<file path="config.mk">
export PLATFORM = sky130hd
export DESIGN_NAME = next_permutation_core
export DESIGN_NICKNAME = d
export VERILOG_FILES = /design/src/rtl/np_pkg.sv /design/src/rtl/np_pivot_find.sv /design/src/rtl/np_rearrange.sv /design/src/rtl/next_permutation_core.sv
export SDC_FILE = /design/constraint.sdc
export NUM_CORES = 1
export LEC_CHECK = 0
export BUFFER_PORTS_ARGS = -buffer_cell sky130_fd_sc_hd__buf_2
export CELL_PAD_IN_SITES_DETAIL_PLACEMENT = 0
export CELL_PAD_IN_SITES_GLOBAL_PLACEMENT = 2
export CORE_AREA = 2 2 173 243
export CTS_CLUSTER_DIAMETER = 80
export DETAILED_ROUTE_END_ITERATION = 16
export DIE_AREA = 0 0 175 245
export PLACE_DENSITY_LB_ADDON = 0.1
export RECOVER_POWER = 100
export SETUP_SLACK_MARGIN = 0.02
export SLEW_MARGIN = 20
export SYNTH_ARGS = -nofsm -noshare
export SYNTH_HDL_FRONTEND = slang
export SYNTH_SLANG_ARGS = --single-unit
</file>
<file path="constraint.sdc">
create_clock -name aclk -period 7.5 [get_ports aclk]
set_input_delay 1.125 -clock aclk [delete_from_list [all_inputs] [get_ports aclk]]
set_output_delay 1.125 -clock aclk [all_outputs]
set_load 0.005 [all_outputs]
</file>
<file path="src/rtl/np_pkg.sv">
`default_nettype none
package np_pkg;

    localparam int MAX_LEN   = 8;
    localparam int NUM_BYTES = 8;
    localparam int BYTE_W    = 8;
    localparam int LEN_W     = 4;
    localparam int IDX_W     = $clog2(NUM_BYTES);
    localparam int S_DATA_W  = ((NUM_BYTES * BYTE_W + LEN_W + 7) / 8) * 8;
    localparam int M_DATA_W  = NUM_BYTES * BYTE_W;

    // Effective length bound, never above the number of byte fields
    localparam int LEN_CAP   = (MAX_LEN < NUM_BYTES) ? MAX_LEN : NUM_BYTES;

    typedef logic [BYTE_W-1:0]           byte_t;
    typedef byte_t [NUM_BYTES-1:0]       bytes_t;
    typedef logic [IDX_W-1:0]            idx_t;
    typedef logic [LEN_W-1:0]            len_t;

    typedef struct packed {
        logic found;
        idx_t pivot;
        idx_t swap;
        len_t len;
    } pivot_info_t;

endpackage
`default_nettype wire

</file>
<file path="src/rtl/np_pivot_find.sv">
`default_nettype none
module np_pivot_find (
    input  wire np_pkg::bytes_t      bytes,
    input  wire np_pkg::len_t        length,
    output np_pkg::pivot_info_t      info
);

    logic [np_pkg::LEN_W:0]          len_wide;
    np_pkg::len_t                    n;
    logic [np_pkg::NUM_BYTES-1:0]    rise;
    logic [np_pkg::NUM_BYTES-1:0]    above;
    np_pkg::byte_t                   pivot_byte;
    np_pkg::idx_t                    p;
    np_pkg::idx_t                    j;
    logic                            found;

    // Saturate the length to the supported bound
    always_comb begin
        len_wide = {1'b0, length};
        if (len_wide > (np_pkg::LEN_W + 1)'(np_pkg::LEN_CAP)) begin
            n = np_pkg::LEN_W'(np_pkg::LEN_CAP);
        end else begin
            n = length;
        end
    end

    // Rightmost position whose byte is below its right neighbor
    always_comb begin
        rise  = '0;
        found = 1'b0;
        p     = '0;
        for (int k = 0; k < np_pkg::NUM_BYTES - 1; k++) begin
            rise[k] = (np_pkg::LEN_W'(k + 1) < n) && (bytes[k] < bytes[k+1]);
        end
        for (int k = 0; k < np_pkg::NUM_BYTES - 1; k++) begin
            if (rise[k]) begin
                found = 1'b1;
                p     = np_pkg::IDX_W'(k);
            end
        end
    end

    // Rightmost suffix byte greater than the pivot byte
    always_comb begin
        pivot_byte = bytes[p];
        above      = '0;
        j          = p;
        for (int k = 0; k < np_pkg::NUM_BYTES; k++) begin
            above[k] = (np_pkg::IDX_W'(k) > p) && (np_pkg::LEN_W'(k) < n)
                       && (bytes[k] > pivot_byte);
        end
        for (int k = 0; k < np_pkg::NUM_BYTES; k++) begin
            if (above[k]) begin
                j = np_pkg::IDX_W'(k);
            end
        end
    end

    assign info.found = found;
    assign info.pivot = p;
    assign info.swap  = j;
    assign info.len   = n;

endmodule
`default_nettype wire

</file>
<file path="src/rtl/np_rearrange.sv">
`default_nettype none
module np_rearrange (
    input  wire np_pkg::bytes_t      bytes,
    input  wire np_pkg::pivot_info_t info,
    output np_pkg::bytes_t           result
);

    np_pkg::len_t  mirror [np_pkg::NUM_BYTES];
    np_pkg::idx_t  src    [np_pkg::NUM_BYTES];

    // Swap pivot with the chosen byte, then reverse the suffix after the pivot
    always_comb begin
        for (int k = 0; k < np_pkg::NUM_BYTES; k++) begin
            mirror[k] = {1'b0, info.pivot} + info.len - np_pkg::LEN_W'(k);
            src[k]    = mirror[k][np_pkg::IDX_W-1:0];
            result[k] = bytes[k];
            if (info.found) begin
                if (np_pkg::IDX_W'(k) == info.pivot) begin
                    result[k] = bytes[info.swap];
                end else if (np_pkg::IDX_W'(k) > info.pivot
                             && np_pkg::LEN_W'(k) < info.len) begin
                    if (src[k] == info.swap) begin
                        result[k] = bytes[info.pivot];
                    end else begin
                        result[k] = bytes[src[k]];
                    end
                end
            end
        end
    end

endmodule
`default_nettype wire

</file>
<file path="src/rtl/next_permutation_core.sv">
// next_permutation_core: next lexicographic arrangement of up to eight bytes.
// Throughput: one transfer per cycle; input register, pivot search and
// rearrange logic, then result register, all advancing on downstream ready.
// Reset: aresetn is synchronous, active low, and clears both valid flags.
`default_nettype none
module next_permutation_core (
    input  wire                           aclk,
    input  wire                           aresetn,
    input  wire                           s_tvalid,
    output logic                          s_tready,
    // char_0 [7:0], char_1 .. char_7 [63:56], length [67:64], zero fill
    input  wire [np_pkg::S_DATA_W-1:0]    s_tdata,
    output logic                          m_tvalid,
    input  wire                           m_tready,
    // out_0 [7:0], out_1 .. out_7 [63:56]
    output logic [np_pkg::M_DATA_W-1:0]   m_tdata,
    // advanced [0]
    output logic                          m_tuser
);

    logic                  in_valid_reg;
    logic                  in_valid_next;
    np_pkg::bytes_t        in_bytes_reg;
    np_pkg::len_t          in_len_reg;
    logic                  out_valid_reg;
    logic                  out_valid_next;
    np_pkg::bytes_t        out_bytes_reg;
    logic                  out_adv_reg;
    logic                  out_advance;
    logic                  in_take;
    np_pkg::pivot_info_t   info;
    np_pkg::bytes_t        result;

    assign out_advance = !out_valid_reg || m_tready;
    assign s_tready    = !in_valid_reg || out_advance;
    assign in_take     = s_tvalid && s_tready;

    always_comb begin
        in_valid_next  = in_valid_reg;
        out_valid_next = out_valid_reg;
        if (out_advance) begin
            out_valid_next = in_valid_reg;
        end
        if (s_tready) begin
            in_valid_next = s_tvalid;
        end
    end

    always_ff @(posedge aclk) begin
        if (!aresetn) begin
            in_valid_reg  <= 1'b0;
            out_valid_reg <= 1'b0;
        end else begin
            in_valid_reg  <= in_valid_next;
            out_valid_reg <= out_valid_next;
        end
    end

    always_ff @(posedge aclk) begin
        if (in_take) begin
            in_bytes_reg <= s_tdata[np_pkg::M_DATA_W-1:0];
            in_len_reg   <= s_tdata[np_pkg::M_DATA_W +: np_pkg::LEN_W];
        end
        if (out_advance && in_valid_reg) begin
            out_bytes_reg <= result;
            out_adv_reg   <= info.found;
        end
    end

    np_pivot_find u_pivot (
        .bytes  (in_bytes_reg),
        .length (in_len_reg),
        .info   (info)
    );

    np_rearrange u_rearrange (
        .bytes  (in_bytes_reg),
        .info   (info),
        .result (result)
    );

    assign m_tvalid = out_valid_reg;
    assign m_tdata  = out_bytes_reg;
    assign m_tuser  = out_adv_reg;

    a_reset_clears: assert property (@(posedge aclk)
        !aresetn |=> !m_tvalid)
        else $error("result valid after reset");

    a_ready_when_empty: assert property (@(posedge aclk) disable iff (!aresetn)
        !m_tvalid |-> s_tready)
        else $error("input stalled with empty output stage");

    a_swap_after_pivot: assert property (@(posedge aclk) disable iff (!aresetn)
        (in_valid_reg && info.found) |->
            (info.swap > info.pivot && {1'b0, info.swap} < info.len))
        else $error("swap position outside suffix");

    a_no_pivot_passes: assert property (@(posedge aclk) disable iff (!aresetn)
        (in_valid_reg && !info.found) |-> (result == in_bytes_reg))
        else $error("bytes changed without a pivot");

    a_take_fills: assert property (@(posedge aclk) disable iff (!aresetn)
        in_take |=> in_valid_reg)
        else $error("accepted transfer lost in input stage");

endmodule
`default_nettype wire

</file>
==> impl_metrics.yaml <==
run_status:
  status: "finished, violations left"
  violations: "capacitance limit, slew limit"
clock_network:
  cts_buffers: 17
  cts_buffer_depth: 2
  cts_tree: "built"
  postCtsHoldBufs: 0
  h-tree-depth: 4
  insertion_delay_ns: 0.46
  cts_sinks: 135
  post_cts_buffers: 0
  cts-root-buf: "clkbuf_16"
  cts_resized: 0
  clk_pin_slew_ns: 0.06
timing:
  fin_skew_ns: 0.0114
  tns_ns: 0
  min_period_ns: 7.07
  worst_pin_slew_ns: 3.73
  rsz0062_at_grt: "no"
  drv_slew: 126
  slew_headroom_pct: -149
  hold_viol: 0
  min_period_over_period_pct: 94.3
  setup_violations: 0
  fmax_mhz: 141
routing:
  via_count: 10627
  wl_per_cell_um: 29.7
  final_antenna_net_count: 0
  drc: 0
  avgViaCountPerCell: 5.74
  dr.pass1.iters: 5
  drtIter0Drc: 916
  route.final.wire_length_um: 55100
setup_path:
  r2r-start: "in_bytes_reg[14]"
  worstPathCellList: "ha_1 -> a21o_1 -> nand2_1 -> nand4b_1 -> nor2_1 -> mux2i_1 -> a2111oi_0 -> buf_4 -> a211o_1 -> o221ai_1 -> clkbuf_2 -> ha_1 -> and4b_1 -> a2111oi_0 -> o21ai_0 -> and2_1 -> nor4_1 -> o21a_1 -> o31a_1 -> clkbuf_1 -> nor4bb_1 -> buf_4 -> a221o_1 -> o21ai_0"
  crit_type: "register to register"
  r2r-end: "m_tdata[13]"
  end_kind: "register"
  critPathLaunchType: "register"
  setup.worst_path.start: "in_bytes_reg[14]"
  crit_arrival_ns: 7.32
  crit_required_ns: 7.74
  cp_max_fo: 8
  reg2reg_depth: 24
  r2r_slack_ns: 0.43
  slowest_delay_ns: 0.65
  crit_slowest_cell: "nor2_1"
grt:
  grt_usage_pct: 25.8
  antenna_found_initial: 0
  grt_max_degree: 66
  grt_pass1_vias: 10636
  grt_remaining_overflow: 0
  grt_pass1_wl_um: 77100
hold_path:
  hold-path-endpoint: "m_tvalid"
  hp-class: "register to register"
  holdCritStartpoint: "in_valid_reg"
  hold_path_depth: 1
final_layout:
  final_layout_size_suffix_gt1_share_pct: 31.2
  final_core_util_pct: 36.5
  synthToLayoutAreaGrowth_pct: 22.9
  final_common_cell: "edfxtp_1"
  diodes: 0
  nNetsFinal: 1487
  mostFrequentLayoutCells: "133 x edfxtp_1, 124 x buf_4, 115 x buf_2"
logic_synthesis:
  avgSynthCellArea_um2: 11.5
  synthFlopType: "edfxtp_1"
  synthesis.nets: 1242
  synth_edf_count: 133
  yosysWarnings: 0
  async_flop_share_pct: 0
  synthCells: 1056
  ys_ff_latch: 135
  ys_seq_area_share_pct: 33.3
  synth_cell_type_count: 81
  synth_area_mm2: 0.0121
floorplanning:
  die_w_um: 175
  die_area_mm2: 0.0429
  die_h_um: 245
  coreArea_mm2: 0.0408
  initial_core_util_pct: 29.7
  row_count: 88
  boundaryPins: 143
place:
  io_buffers: 138
  gp_congestion: 0.928
  dp_hpwl_um: 42400
run:
  maxCapViolations: 3
pwr:
  ir_drop_mv: 0.129
  power_density_mw_per_mm2: 307
  leakage_nw: 6.21
[cells in the mapped netlist, types with 8 or more instances]
cell       count  share of area (%)
mux2i_1       88                7.3
o21ai_0       23               0.95
o21a_1        10               0.62
nand2_1       82                2.5
mux2_2        38                3.5
a311oi_1       8               0.58
a221oi_1       9               0.65
a22oi_1        8               0.50
a221o_1        9               0.74
o21ai_1        8               0.33
xnor2_1        8               0.58
nand3_1        8               0.33
nor3_1        15               0.62
buf_2         12               0.50
clkbuf_1      27               0.84
a211o_1       17                1.2
a32oi_1       15                1.1
nor2b_1       13               0.67
o211ai_1      10               0.62
ha_1         109                 11
buf_1          8               0.25
nand4_1       15               0.77
a21oi_1       26                1.1
a21o_1        15               0.93
inv_1         64                2.0
a2111oi_0      9               0.65
edfxtp_1     133                 33
o221ai_1      34                2.5
mux4_2        62                 12
nor2_1        62                1.9
[power by group]
part / switching, mW / leakage, nW / internal (mW)
Combinational: 1.53 / 4.62 / 1.15
Sequential: 0.0490 / 1.29 / 0.928
Clock: 0.363 / 0.302 / 0.557
[worst max path at each step]
stage / endpoint
after CTS: m_tdata[29]
after detailed placement: m_tdata[29]
after global routing: m_tdata[13]
after global placement: m_tdata[28]
after floorplan: m_tdata[47]
final: m_tdata[13]
[kinds of logic after synthesis]
family / share of synthesized area (%)
compound gates: 16.1
flops: 33.3
simple gates: 9.76
mux: 23.9
buf+inv: 3.87
fa+ha+maj: 11.4
xor+xnor: 1.70
[cell type report]
class / instances / area (µm²)
clock buffers: 17 / 425
fillers: 4120 / 26000
multi-input cells: 805 / 7630
flip-flops and latches: 135 / 4030
repair buffers: 277 / 1690
inverters: 65 / 244
clock inverters: 14 / 198
well taps: 540 / 676
[layer usage]
| layer | share of wire, % | track usage [%] |
|---|---|---|
| met1 | 38 | 30.6 |
| met3 | 5.2 | 3.28 |
| met5 | 0 | 0 |
| met4 | 5.6 | 14.0 |
| met2 | 51 | 45.3 |
[critical path: cells and delay by family (launching register included)]
kind	cells	cell delay, ns
compound gates	10	2.84
fa+ha+maj	2	0.68
buf+inv	4	0.94
flops	1	0.48
mux	1	0.16
simple gates	7	1.75
[per-stage QoR]
step	instance area, µm²	hold WS [ns]	instances	power, mW	setup WS (ns)
3_5_place_dp	14400	0.516	1822	3.71	0.489
5_1_grt	14900	0.565	1853	4.79	0.0559
4_1_cts	15000	0.535	1853	4.64	0.473
6_report	14900	0.530	1853	4.58	0.427
3_3_place_gp	14400	0.518	1822	3.70	0.484
2_1_floorplan	12100	0.477	1056	2.68	1.20
Power figures use the tool's default switching activity.
